[config.mk]
export PLATFORM = sky130hd
export DESIGN_NAME = io_sample_frame_window_parser_flat
export DESIGN_NICKNAME = d
export VERILOG_FILES = /design/src/isp_pkg.sv /design/src/isp_if.sv /design/src/isp_cell.sv /design/src/isp_decode.sv /design/src/io_sample_frame_window_parser.sv /design/src/flat_wrapper.sv
export VERILOG_INCLUDE_DIRS = /design/src /design/src/src
export SDC_FILE = /design/constraint.sdc
export NUM_CORES = 1
export LEC_CHECK = 0
export BUFFER_PORTS_ARGS = -buffer_cell sky130_fd_sc_hd__buf_4
export CAP_MARGIN = 10
export CORE_MARGIN = 1.5
export CORE_UTILIZATION = 50
export CTS_BUF_LIST = sky130_fd_sc_hd__clkbuf_2 sky130_fd_sc_hd__clkbuf_4 sky130_fd_sc_hd__clkbuf_8
export CTS_CLUSTER_DIAMETER = 200
export DETAILED_ROUTE_END_ITERATION = 8
export PLACE_DENSITY_LB_ADDON = 0.25
export SLEW_MARGIN = 40
export SYNTH_ARGS = -nofsm -noshare
export SYNTH_HDL_FRONTEND = slang
export SYNTH_HIERARCHICAL = 1
export SYNTH_SLANG_ARGS = --single-unit
[constraint.sdc]
create_clock -name clk -period 11.4 [get_ports clk]
set_input_delay 0.57 -clock clk [delete_from_list [all_inputs] [get_ports clk]]
set_output_delay 0.57 -clock clk [all_outputs]
set_load 0.02 [all_outputs]
[src/io_sample_frame_window_parser_macros.svh]
// Assertion macros shared by the parser RTL.
`ifndef IO_SAMPLE_FRAME_WINDOW_PARSER_MACROS_SVH
`define IO_SAMPLE_FRAME_WINDOW_PARSER_MACROS_SVH

// Same-cycle implication, checked on clk and ignored while arst_n is low.
`define ISP_ASSERT_IMPL(lbl, ante, cons) \
	lbl: assert property (@(posedge clk) disable iff (!arst_n) (ante) |-> (cons)) \
		else $error("parser assertion failed");

// Next-cycle implication, checked on clk and ignored while arst_n is low.
`define ISP_ASSERT_NEXT(lbl, ante, cons) \
	lbl: assert property (@(posedge clk) disable iff (!arst_n) (ante) |=> (cons)) \
		else $error("parser assertion failed");

`endif

[src/isp_pkg.sv]
// Types and constants of the IO-sample frame window parser.
package isp_pkg;

	localparam int CFG_IDX_W     = 3;
	localparam int FRAME_OFFSETS = 28;

	localparam logic [CFG_IDX_W-1:0] REG_START_MARKER = 3'd0;
	localparam logic [CFG_IDX_W-1:0] REG_WANTED_TYPE  = 3'd1;
	localparam logic [CFG_IDX_W-1:0] REG_NODE_ONE     = 3'd2;
	localparam logic [CFG_IDX_W-1:0] REG_NODE_TWO     = 3'd3;
	localparam logic [CFG_IDX_W-1:0] REG_NODE_THREE   = 3'd4;

	localparam logic [7:0]  RST_START_MARKER = 8'h7E;
	localparam logic [7:0]  RST_WANTED_TYPE  = 8'h92;
	localparam logic [31:0] RST_NODE_ONE     = 32'h4089CB96;
	localparam logic [31:0] RST_NODE_TWO     = 32'h40683F8D;
	localparam logic [31:0] RST_NODE_THREE   = 32'h4089CB93;

	localparam logic [7:0] CHECKSUM_BASE = 8'hFF;

	localparam logic [1:0] NODE_UNKNOWN = 2'd0;
	localparam logic [1:0] NODE_ONE     = 2'd1;
	localparam logic [1:0] NODE_TWO     = 2'd2;
	localparam logic [1:0] NODE_THREE   = 2'd3;

	typedef struct packed {
		logic [7:0]  start_marker;
		logic [7:0]  wanted_frame_type;
		logic [31:0] node_one_low_address;
		logic [31:0] node_two_low_address;
		logic [31:0] node_three_low_address;
	} isp_cfg_t;

	typedef struct packed {
		logic        frame_accepted;
		logic        type_match;
		logic [63:0] source_address;
		logic [15:0] network_address;
		logic [1:0]  node_class;
		logic [2:0]  analog_count;
		logic [15:0] sample_zero;
		logic [15:0] sample_one;
		logic [15:0] sample_two;
		logic [15:0] sample_three;
		logic [31:0] starts_seen;
		logic [31:0] type_matches_seen;
	} isp_result_t;

endpackage

[src/isp_if.sv]
// Channel interfaces of the parser: received bytes, results and register writes.
interface isp_byte_if;
	logic       valid;
	logic       ready;
	logic [7:0] rx_byte;
	modport source (output valid, output rx_byte, input ready);
	modport sink (input valid, input rx_byte, output ready);
endinterface

interface isp_result_if;
	logic                valid;
	logic                ready;
	isp_pkg::isp_result_t data;
	modport source (output valid, output data, input ready);
	modport sink (input valid, input data, output ready);
endinterface

interface isp_cfg_if;
	logic                         valid;
	logic                         ready;
	logic [isp_pkg::CFG_IDX_W-1:0] index;
	logic [31:0]                  data;
	modport source (output valid, output index, output data, input ready);
	modport sink (input valid, input index, input data, output ready);
endinterface

[src/isp_cell.sv]
// One byte cell of the receive window; it passes its byte on at every shift.
module isp_cell (
	input  logic       clk,
	input  logic       arst_n,
	input  logic       shift,
	input  logic [7:0] d,
	output logic [7:0] q
);
	logic [7:0] byte_q;

	always_ff @(posedge clk or negedge arst_n) begin
		if (!arst_n) begin
			byte_q <= '0;
		end else if (shift) begin
			byte_q <= d;
		end
	end

	assign q = byte_q;
endmodule

[src/isp_decode.sv]
// Frame decoder: reads the window at fixed offsets and checks the checksum.
module isp_decode #(
	parameter int WINDOW_BYTES = 29,
	parameter int MAX_CHANNELS = 4
) (
	input  logic [WINDOW_BYTES-1:0][7:0] win,
	input  isp_pkg::isp_cfg_t             cfg,
	output logic                          start_hit,
	output isp_pkg::isp_result_t          dec
);
	import isp_pkg::*;

	localparam logic [2:0] MAX_CH = 3'(MAX_CHANNELS);

	logic [7:0]  fb [FRAME_OFFSETS];
	logic [2:0]  raw_cnt;
	logic [2:0]  cnt;
	logic [7:0]  amask;
	logic [3:0]  present;
	logic [15:0] smp [4];
	logic [7:0]  terms [24];
	logic [7:0]  lvl1 [12];
	logic [7:0]  lvl2 [6];
	logic [7:0]  sum;
	logic [7:0]  chk;
	logic [7:0]  calc;
	logic [31:0] low;
	logic        tmatch;

	// Offsets that fall below the newest position read as zero.
	for (genvar o = 0; o < FRAME_OFFSETS; o++) begin : g_fb
		if (o <= WINDOW_BYTES - 1) begin : g_in
			assign fb[o] = win[WINDOW_BYTES-1-o];
		end else begin : g_out
			assign fb[o] = '0;
		end
	end

	assign start_hit = (fb[0] == cfg.start_marker);
	assign amask     = fb[18];
	assign raw_cnt   = 3'(amask[0]) + 3'(amask[1]) + 3'(amask[2]) + 3'(amask[3]);
	assign cnt       = (raw_cnt > MAX_CH) ? MAX_CH : raw_cnt;

	always_comb begin
		for (int k = 0; k < 4; k++) begin
			present[k] = (k < MAX_CHANNELS) && (3'(k) < cnt);
			smp[k]     = present[k] ? {fb[19+2*k], fb[20+2*k]} : 16'd0;
		end
	end

	// Checksum terms: frame type through analog mask, then the active samples.
	always_comb begin
		for (int t = 0; t < 16; t++) begin
			terms[t] = fb[3+t];
		end
		for (int k = 0; k < 4; k++) begin
			terms[16+2*k] = smp[k][15:8];
			terms[17+2*k] = smp[k][7:0];
		end
		for (int i = 0; i < 12; i++) begin
			lvl1[i] = terms[2*i] + terms[2*i+1];
		end
		for (int i = 0; i < 6; i++) begin
			lvl2[i] = lvl1[2*i] + lvl1[2*i+1];
		end
		sum = (lvl2[0] + lvl2[1]) + (lvl2[2] + lvl2[3]) + (lvl2[4] + lvl2[5]);
	end

	always_comb begin
		case (cnt)
			3'd0:    chk = fb[19];
			3'd1:    chk = fb[21];
			3'd2:    chk = fb[23];
			3'd3:    chk = fb[25];
			default: chk = fb[27];
		endcase
	end

	assign calc   = CHECKSUM_BASE - sum;
	assign tmatch = (fb[3] == cfg.wanted_frame_type);
	assign low    = {fb[8], fb[9], fb[10], fb[11]};

	always_comb begin
		dec                   = '0;
		dec.type_match        = tmatch;
		dec.frame_accepted    = tmatch && (calc == chk);
		dec.source_address    = {fb[4], fb[5], fb[6], fb[7], fb[8], fb[9], fb[10], fb[11]};
		dec.network_address   = {fb[12], fb[13]};
		dec.analog_count      = cnt;
		dec.sample_zero       = smp[0];
		dec.sample_one        = smp[1];
		dec.sample_two        = smp[2];
		dec.sample_three      = smp[3];
		// The lowest matching node number wins when registers hold equal values.
		if (low == cfg.node_one_low_address) begin
			dec.node_class = NODE_ONE;
		end else if (low == cfg.node_two_low_address) begin
			dec.node_class = NODE_TWO;
		end else if (low == cfg.node_three_low_address) begin
			dec.node_class = NODE_THREE;
		end else begin
			dec.node_class = NODE_UNKNOWN;
		end
	end
endmodule

[src/io_sample_frame_window_parser.sv]
// Top level of the IO-sample frame window parser.
// Received bytes shift through a row of WINDOW_BYTES byte cells, one byte per cycle. The
// cycle after a byte is taken, the decoder looks at the window; when the oldest byte is the
// start marker, one result with addresses, node class, samples and running counters is
// registered and offered on the result channel once output is free. A new byte is taken in
// every cycle; the rate drops only while a result waits in the output register and the next
// window also holds a start marker. Other bytes give no result. Registers are written through
// the configuration channel, which is always ready; indexes beyond the list are ignored.
module io_sample_frame_window_parser #(
	parameter int WINDOW_BYTES = 29,
	parameter int MAX_CHANNELS = 4
) (
	input logic         clk,
	input logic         arst_n,
	isp_byte_if.sink    rx,
	isp_result_if.source res,
	isp_cfg_if.sink     cfg
);
	import isp_pkg::*;

	`include "io_sample_frame_window_parser_macros.svh"

	isp_cfg_t                      cfg_q;
	logic [WINDOW_BYTES-1:0][7:0] win;
	logic                          rx_acc;
	logic                          fresh_q;
	logic                          start_hit;
	logic                          advance;
	logic                          load;
	logic                          out_valid_q;
	isp_result_t                   dec;
	isp_result_t                   load_res;
	isp_result_t                   res_q;
	logic [31:0]                   start_cnt_q;
	logic [31:0]                   type_cnt_q;
	logic [31:0]                   start_cnt_next;
	logic [31:0]                   type_cnt_next;

	assign cfg.ready = 1'b1;

	always_ff @(posedge clk or negedge arst_n) begin
		if (!arst_n) begin
			cfg_q.start_marker           <= RST_START_MARKER;
			cfg_q.wanted_frame_type      <= RST_WANTED_TYPE;
			cfg_q.node_one_low_address   <= RST_NODE_ONE;
			cfg_q.node_two_low_address   <= RST_NODE_TWO;
			cfg_q.node_three_low_address <= RST_NODE_THREE;
		end else if (cfg.valid) begin
			unique case (cfg.index)
				REG_START_MARKER: cfg_q.start_marker           <= cfg.data[7:0];
				REG_WANTED_TYPE:  cfg_q.wanted_frame_type      <= cfg.data[7:0];
				REG_NODE_ONE:     cfg_q.node_one_low_address   <= cfg.data;
				REG_NODE_TWO:     cfg_q.node_two_low_address   <= cfg.data;
				REG_NODE_THREE:   cfg_q.node_three_low_address <= cfg.data;
				default: begin
				end
			endcase
		end
	end

	assign rx_acc = rx.valid && rx.ready;

	for (genvar i = 0; i < WINDOW_BYTES; i++) begin : g_cell
		if (i == 0) begin : g_head
			isp_cell u_cell (
				.clk    (clk),
				.arst_n (arst_n),
				.shift  (rx_acc),
				.d      (rx.rx_byte),
				.q      (win[i])
			);
		end else begin : g_body
			isp_cell u_cell (
				.clk    (clk),
				.arst_n (arst_n),
				.shift  (rx_acc),
				.d      (win[i-1]),
				.q      (win[i])
			);
		end
	end

	isp_decode #(
		.WINDOW_BYTES (WINDOW_BYTES),
		.MAX_CHANNELS (MAX_CHANNELS)
	) u_decode (
		.win       (win),
		.cfg       (cfg_q),
		.start_hit (start_hit),
		.dec       (dec)
	);

	// The window may only shift once its current contents have been decoded.
	assign advance  = fresh_q && (!start_hit || !out_valid_q || res.ready);
	assign load     = fresh_q && start_hit && (!out_valid_q || res.ready);
	assign rx.ready = !fresh_q || advance;

	assign start_cnt_next = start_cnt_q + 32'd1;
	assign type_cnt_next  = type_cnt_q + 32'(dec.type_match);

	always_ff @(posedge clk or negedge arst_n) begin
		if (!arst_n) begin
			fresh_q     <= 1'b0;
			out_valid_q <= 1'b0;
			start_cnt_q <= '0;
			type_cnt_q  <= '0;
		end else begin
			if (rx_acc) begin
				fresh_q <= 1'b1;
			end else if (advance) begin
				fresh_q <= 1'b0;
			end
			if (load) begin
				out_valid_q <= 1'b1;
				start_cnt_q <= start_cnt_next;
				type_cnt_q  <= type_cnt_next;
			end else if (res.ready) begin
				out_valid_q <= 1'b0;
			end
		end
	end

	always_comb begin
		load_res                   = dec;
		load_res.starts_seen       = start_cnt_next;
		load_res.type_matches_seen = type_cnt_next;
	end

	always_ff @(posedge clk) begin
		if (load) begin
			res_q <= load_res;
		end
	end

	assign res.valid = out_valid_q;
	assign res.data  = res_q;

	`ISP_ASSERT_NEXT(a_start_cnt_step, load, start_cnt_q == $past(start_cnt_q) + 32'd1)
	`ISP_ASSERT_NEXT(a_type_cnt_hold, !load, $stable(type_cnt_q))
	`ISP_ASSERT_IMPL(a_accept_needs_type, out_valid_q && res_q.frame_accepted, res_q.type_match)
	`ISP_ASSERT_IMPL(a_count_limit, out_valid_q, res_q.analog_count <= 3'(MAX_CHANNELS))
	`ISP_ASSERT_IMPL(a_no_shift_undecoded, rx_acc && fresh_q, advance)
endmodule

[src/flat_wrapper.sv]
// flat-port wrapper written by rule: the top's interface ports become plain ports
module io_sample_frame_window_parser_flat import isp_pkg::*;
#(
	parameter int WINDOW_BYTES = 29,
	parameter int MAX_CHANNELS = 4
)
  (clk, arst_n, rx_valid, rx_rx_byte, rx_ready, res_valid, res_data, res_ready, cfg_valid, cfg_index, cfg_data, cfg_ready);
  isp_byte_if rx_i ();
  isp_result_if res_i ();
  isp_cfg_if cfg_i ();
  input logic clk;
  input logic arst_n;
  input wire logic [$bits(rx_i.valid)-1:0] rx_valid;
  input wire logic [$bits(rx_i.rx_byte)-1:0] rx_rx_byte;
  output wire logic [$bits(rx_i.ready)-1:0] rx_ready;
  output wire logic [$bits(res_i.valid)-1:0] res_valid;
  output wire logic [$bits(res_i.data)-1:0] res_data;
  input wire logic [$bits(res_i.ready)-1:0] res_ready;
  input wire logic [$bits(cfg_i.valid)-1:0] cfg_valid;
  input wire logic [$bits(cfg_i.index)-1:0] cfg_index;
  input wire logic [$bits(cfg_i.data)-1:0] cfg_data;
  output wire logic [$bits(cfg_i.ready)-1:0] cfg_ready;
  assign rx_i.valid = rx_valid;
  assign rx_i.rx_byte = rx_rx_byte;
  assign rx_ready = rx_i.ready;
  assign res_valid = res_i.valid;
  assign res_data = res_i.data;
  assign res_i.ready = res_ready;
  assign cfg_i.valid = cfg_valid;
  assign cfg_i.index = cfg_index;
  assign cfg_i.data = cfg_data;
  assign cfg_ready = cfg_i.ready;
  io_sample_frame_window_parser #(.WINDOW_BYTES(WINDOW_BYTES), .MAX_CHANNELS(MAX_CHANNELS)) u_core (.clk(clk), .arst_n(arst_n), .rx(rx_i), .res(res_i), .cfg(cfg_i));
endmodule
==> results.py, run 1 <==
metrics = {
    "placement": {
        "place.gp.congestion": 0.922,
        "pre_cts_slack_ns": 2.76,
        "io_buffer_count": 264,
        "hpwl_um": 50400,
        "placed_cells": 3160,
    },
    "route": {
        "post_drt_wl_per_cell_um": 21.2,
        "via_per_inst": 5.14,
        "detail-route-antenna-nets": 0,
        "dr.pass1.iters": 7,
        "first_iter_violations": 1027,
        "drc": 0,
        "num_vias": 17253,
        "totalWireLength_um": 71300,
    },
    "timing": {
        "setup_violations": 0,
        "fin_skew_ns": 0.0536,
        "relSlewSlack_pct": 44.7,
        "fin_crit_sh_pct": 75.7,
        "slew_violations": 0,
        "clock.fmax_mhz": 116,
        "worst_pin_slew_ns": 0.829,
        "tns_ns": 0,
        "setup_ws_ns": 2.77,
        "final_hold_viol_count": 0,
        "rsz0062_at_grt": "false",
        "layout_min_cycle_time_ns": 8.63,
        "hold_slack_ns": 0.0831,
    },
    "layout": {
        "n_fill_cell": 5040,
        "drive_gt1_share_pct": 35.5,
        "layout_commonest_cell": "dfrtp_1",
        "stdcell_count": 3359,
        "final_cell_mix": "dfrtp_1 (361), buf_4 (268), mux2_4 (232)",
        "layout.nets": 2642,
        "area_growth_pct": 13.8,
    },
    "critical_path": {
        "setup.worst_path.end_class": "flip-flop",
        "worstReg2RegStart": "u_core/g_cell[10].g_body.u_cell/q[0]",
        "required_ns": 11.93,
        "path_max_fanout": 17,
        "rr_endpoint": "u_core/res.data[214]",
        "cp.arrival_ns": 9.16,
        "r2r_cells": 22,
        "crit_type": "reg -> reg",
        "rrSetupSlack_ns": 2.77,
        "cp-start-kind": "flip-flop",
    },
    "clock_tree": {
        "cts_buffers": 103,
        "insertion_delay_ns": 0.74,
        "cts_root_buffer": "clkbuf_8",
        "htree_levels": 3,
        "clock_path_buffers": 3,
        "cts-resized-gates": 0,
        "clkSinkCount": 625,
        "tritoncts": "done",
        "clk_pin_slew_ns": 0.06,
    },
    "global_route": {
        "grt_max_degree": 90,
        "grt_pass1_vias": 18346,
        "antenna_found_initial": 1,
        "gr-usage-met2_pct": 35.6,
        "overflow": 0,
        "grt_use_met1_pct": 31.6,
        "grt_util_met3_pct": 4.39,
        "grt_pass1_wl_um": 111000,
        "track_usage_pct": 22.5,
        "gr-max-usage-layer": "met2",
    },
    "synthesis": {
        "synthCells": 2196,
        "netlist_area_mm2": 0.0317,
        "avgSynthCellArea_um2": 14.5,
        "yosys_warnings": 6,
        "synthesis.nets": 2416,
    },
    "floorplanning": {
        "dieArea_mm2": 0.0650,
        "io_pins": 266,
        "die_y_um": 255,
        "dieWidth_um": 255,
        "start_util_pct": 50.4,
        "core_region_area_mm2": 0.0630,
        "rows": 92,
    },
    "hold_path": {
        "min_to": "u_core/cfg_q[45]",
        "min-delay-start": "cfg_data[13]",
        "holdCritPathClass": "in -> reg",
        "whs_path_depth": 2,
    },
    "flow_run": {
        "drv_cap": 0,
    },
    "status": {
        "status": "complete, no violations",
    },
}
## sequential cells by signal, indices dropped and copies added, names as in the netlist
name                           count
u_core/g_cell.g_body.u_cell/q    224
u_core/res.data                  215
u_core/cfg_q                     112
u_core/start_cnt_q                32
u_core/type_cnt_q                 32
u_core/g_cell.g_head.u_cell/q      8
u_core/fresh_q                     1
u_core/res.valid                   1
## worst max-delay path, cell delays in order, from the launching register on
cell and delay, ns:
dfrtp_1 0.45, fa_1 0.56, ha_1 0.19, ha_1 0.54, nand2b_2 0.33, nand2_1 0.49
and2_1 0.41, fa_1 0.46, fa_1 0.53, fa_1 0.58, fa_1 0.45, fa_1 0.57
fa_1 0.43, fa_1 0.55, inv_1 0.06, ha_1 0.29, a211oi_1 0.26, o21bai_1 0.11
a21o_1 0.20, a21o_1 0.17, a21oi_1 0.14, xnor3_1 0.42, nor4b_2 0.27
## layout make-up
cell class / instances / area (um2) / area share [%]
Clock buffer: 146 / 1830 / 5.08
Tap cell: 846 / 1060 / 2.93
Inverter: 185 / 702 / 1.94
Antenna cell: 1 / 2.50 / 0.00693
Sequential cell: 625 / 16800 / 46.4
Timing Repair Buffer: 282 / 2200 / 6.10
Clock inverter: 49 / 439 / 1.22
Multi-Input combinational cell: 1225 / 13100 / 36.3
## routing by layer
| layer | routed length (um) | vias up |
|---|---|---|
| met4 | 1610 | 0 |
| met5 | 0 | - |
| met2 | 33900 | 488 |
| met3 | 4140 | 113 |
| li1 | - | 7805 |
| met1 | 31600 | 8847 |
## timing repair
action	CTS	global route
endpoints found under the setup margin	0	0
buffers inserted	0	0
hold buffers	2	0
hold endpoints to repair	68	0
## worst max path at each step
stage | slack [ns] | endpoint | start | cells after the start
3_5_place_dp | 2.76 | u_core/res.data[214] | u_core/g_cell[10].g_body.u_cell/q[0] | 22
3_3_place_gp | 2.65 | u_core/res.data[214] | u_core/g_cell[10].g_body.u_cell/q[0] | 22
6_report | 2.77 | u_core/res.data[214] | u_core/g_cell[10].g_body.u_cell/q[0] | 22
2_1_floorplan | 3.47 | u_core/start_cnt_q[11] | u_core/cfg_q[108] | 8
4_1_cts | 2.73 | u_core/res.data[214] | u_core/g_cell[10].g_body.u_cell/q[0] | 22
5_1_grt | 2.30 | u_core/res.data[214] | u_core/g_cell[10].g_body.u_cell/q[0] | 22
## metrics by stage
| stage | util, % | area [um2] |
|---|---|---|
| finish | 57.4 | 36100 |
| global route | 57.4 | 36100 |
| CTS | 57.3 | 36100 |
| detailed placement | 53.7 | 33800 |
| global placement | 53.6 | 33700 |
| floorplan | - | 31700 |
Power of run 1 is not shown: default switching activity piles up to over one toggle a cycle in this logic, so the estimate is an artifact.
==> run 2: changes to the inputs <==
==> constraint.sdc (replaced) <==
create_clock -name clk -period 7.3 [get_ports clk]
set_input_delay 0.365 -clock clk [delete_from_list [all_inputs] [get_ports clk]]
set_output_delay 0.365 -clock clk [all_outputs]
set_load 0.02 [all_outputs]
==> run 2 against run 1 <==
Against the previous run:
- via count is 3.1% higher
- clock-buffer cell count is 11 higher
- clock skew down 0.00063 ns
- worst hold slack gained 0.078 ns
- sequential cell count did not move
- first-iteration DRC count down 1.4%
- final area increased by 3.4%
- register-to-register slack lost 2.7 ns
- non-clock buffer count grew 95
- die area is the same
==> results.py, run 2 (same netlist as run 1, synthesis figures left out) <==
metrics = {
    "global_route": {
        "antenna_found_initial": 1,
        "grt_max_degree": 128,
        "grt_pass1_wl_um": 112000,
        "overflow": 0,
        "grt_pass1_vias": 18760,
        "track_usage_pct": 22.8,
    },
    "route": {
        "via_per_inst": 5.15,
        "first_iter_violations": 1013,
        "drc": 0,
        "totalWireLength_um": 72600,
        "num_vias": 17782,
        "dr.pass1.iters": 5,
        "post_drt_wl_per_cell_um": 21.0,
        "detail-route-antenna-nets": 0,
    },
    "timing": {
        "slew_violations": 0,
        "fin_skew_ns": 0.0530,
        "fin_crit_sh_pct": 99.5,
        "clock.fmax_mhz": 138,
        "relSlewSlack_pct": 46.9,
        "final_hold_viol_count": 0,
        "rsz0062_at_grt": "true",
        "layout_min_cycle_time_ns": 7.26,
        "setup_violations": 0,
        "worst_pin_slew_ns": 0.797,
    },
    "clock_tree": {
        "htree_levels": 3,
        "clock_path_buffers": 3,
        "insertion_delay_ns": 0.71,
        "cts_buffers": 104,
        "clk_pin_slew_ns": 0.07,
        "clkSinkCount": 625,
        "cts_root_buffer": "clkbuf_8",
        "tritoncts": "done",
    },
    "status": {
        "status": "complete, no violations",
    },
    "critical_path": {
        "r2r_cells": 23,
        "crit_type": "reg -> reg",
        "endpoint": "u_core/res.data[214]",
        "path_max_fanout": 3,
        "cp.arrival_ns": 7.81,
        "worstReg2RegStart": "u_core/g_cell[10].g_body.u_cell/q[0]",
        "rrSetupSlack_ns": 0.04,
        "rr_endpoint": "u_core/res.data[214]",
        "critPathLaunch": "u_core/g_cell[10].g_body.u_cell/q[0]",
        "required_ns": 7.85,
        "setup.worst_path.end_class": "flip-flop",
        "cp-start-kind": "flip-flop",
    },
    "placement": {
        "hpwl_um": 50900,
        "place.gp.congestion": 0.904,
        "placed_cells": 3210,
        "io_buffer_count": 264,
    },
    "floorplanning": {
        "rows": 92,
        "io_pins": 266,
        "dieWidth_um": 255,
        "start_util_pct": 50.4,
        "dieArea_mm2": 0.0650,
        "core_region_area_mm2": 0.0630,
        "die_y_um": 255,
    },
    "layout": {
        "largest_reg_flops": 224,
        "stdcell_count": 3456,
        "layout.nets": 2738,
        "layout_commonest_cell": "dfrtp_1",
        "drive_gt1_share_pct": 37.4,
        "final_cell_mix": "dfrtp_1 (361), buf_4 (320), mux2_4 (232)",
        "area_growth_pct": 17.7,
    },
    "flow_run": {
        "drv_cap": 0,
    },
    "hold_path": {
        "holdCritPathClass": "in -> reg",
    },
}
[run 2: cell count changes in the layout (fill, tap and decap cells not counted), moves of 6 or more]
cell           change
fa_1               -6
clkbuf_4           +6
bufinv_16          +6
buf_4             +52
clkinv_2          -11
dlygate4sd3_1     +41
buf_6              -6
fa_2               +6
[run 2: worst max-delay path, stage by stage (launching register included)]
cell and delay (ns):
dfrtp_1 0.40, fa_1 0.58, ha_4 0.17, inv_1 0.07
ha_4 0.25, a21oi_4 0.22, buf_12 0.14, buf_4 0.12
nand2_2 0.08, fa_1 0.51, inv_1 0.05, fa_1 0.47
fa_1 0.58, fa_1 0.47, fa_1 0.60, fa_1 0.46
fa_2 0.37, xnor2_2 0.15, xnor2_2 0.14, xnor2_1 0.14
xnor2_1 0.15, xnor2_1 0.28, xnor3_1 0.47, nor4b_2 0.21
[run 2: metrics by stage]
step           setup WS [ns]  instance area, um2  util, %  hold slack [ns]  setup TNS, ns
5_1_grt               -0.197               37400     59.3            0.134         -0.197
4_1_cts              0.00873               37300     59.2           0.0854              0
3_5_place_dp          -0.233               34300     54.4            0.291         -0.233
3_3_place_gp        -0.00635               34200     54.3            0.481       -0.00635
6_report              0.0354               37400     59.3            0.161              0
2_1_floorplan       0.000256               31800        -           0.0694              0
[run 2: what timing repair did]
| item | 4_1_cts | 5_1_grt |
|---|---|---|
| hold endpoints to repair | 230 | 0 |
| pin swaps | 28 | 18 |
| gates resized for setup | 16 | 11 |
| endpoints found under the setup margin | 1 | 1 |
| hold buffers | 43 | 0 |
| buffers inserted | 1 | 2 |
[run 2: worst min path at each step]
stage                                from                                   to  slack (ns)  cells past startpoint
CTS                          cfg_index[1]                    u_core/cfg_q[111]        0.09                      3
global placement    u_core/type_cnt_q[31]                u_core/type_cnt_q[31]        0.48                      1
finish                       cfg_index[1]                    u_core/cfg_q[111]        0.16                      3
floorplan                          arst_n                    u_core/cfg_q[101]        0.07                      0
detailed placement                 arst_n  u_core/g_cell[0].g_head.u_cell/q[7]        0.29                      1
global route                 cfg_index[1]                    u_core/cfg_q[111]        0.13                      3
[run 2: routing by layer]
layer / GRT usage [%] / vias up / share of wire, %
li1: - / 8010 / -
met1: 31.8 / 9127 / 44
met2: 35.7 / 520 / 47
met3: 4.56 / 125 / 5.5
met4: 8.32 / 0 / 2.8
met5: 0 / - / 0
[run 2: final cells by class]
cell class | count | area [um2]
fill | 4901 | 25600
timing repair buffer | 377 | 3120
sequential | 625 | 16800
clock inverter | 40 | 520
clock buffer | 157 | 1950
antenna | 1 | 2.50
inverter | 185 | 707
multi-input combinational | 1225 | 13200
tap | 846 | 1060
Power of run 2 is left out for the same reason.
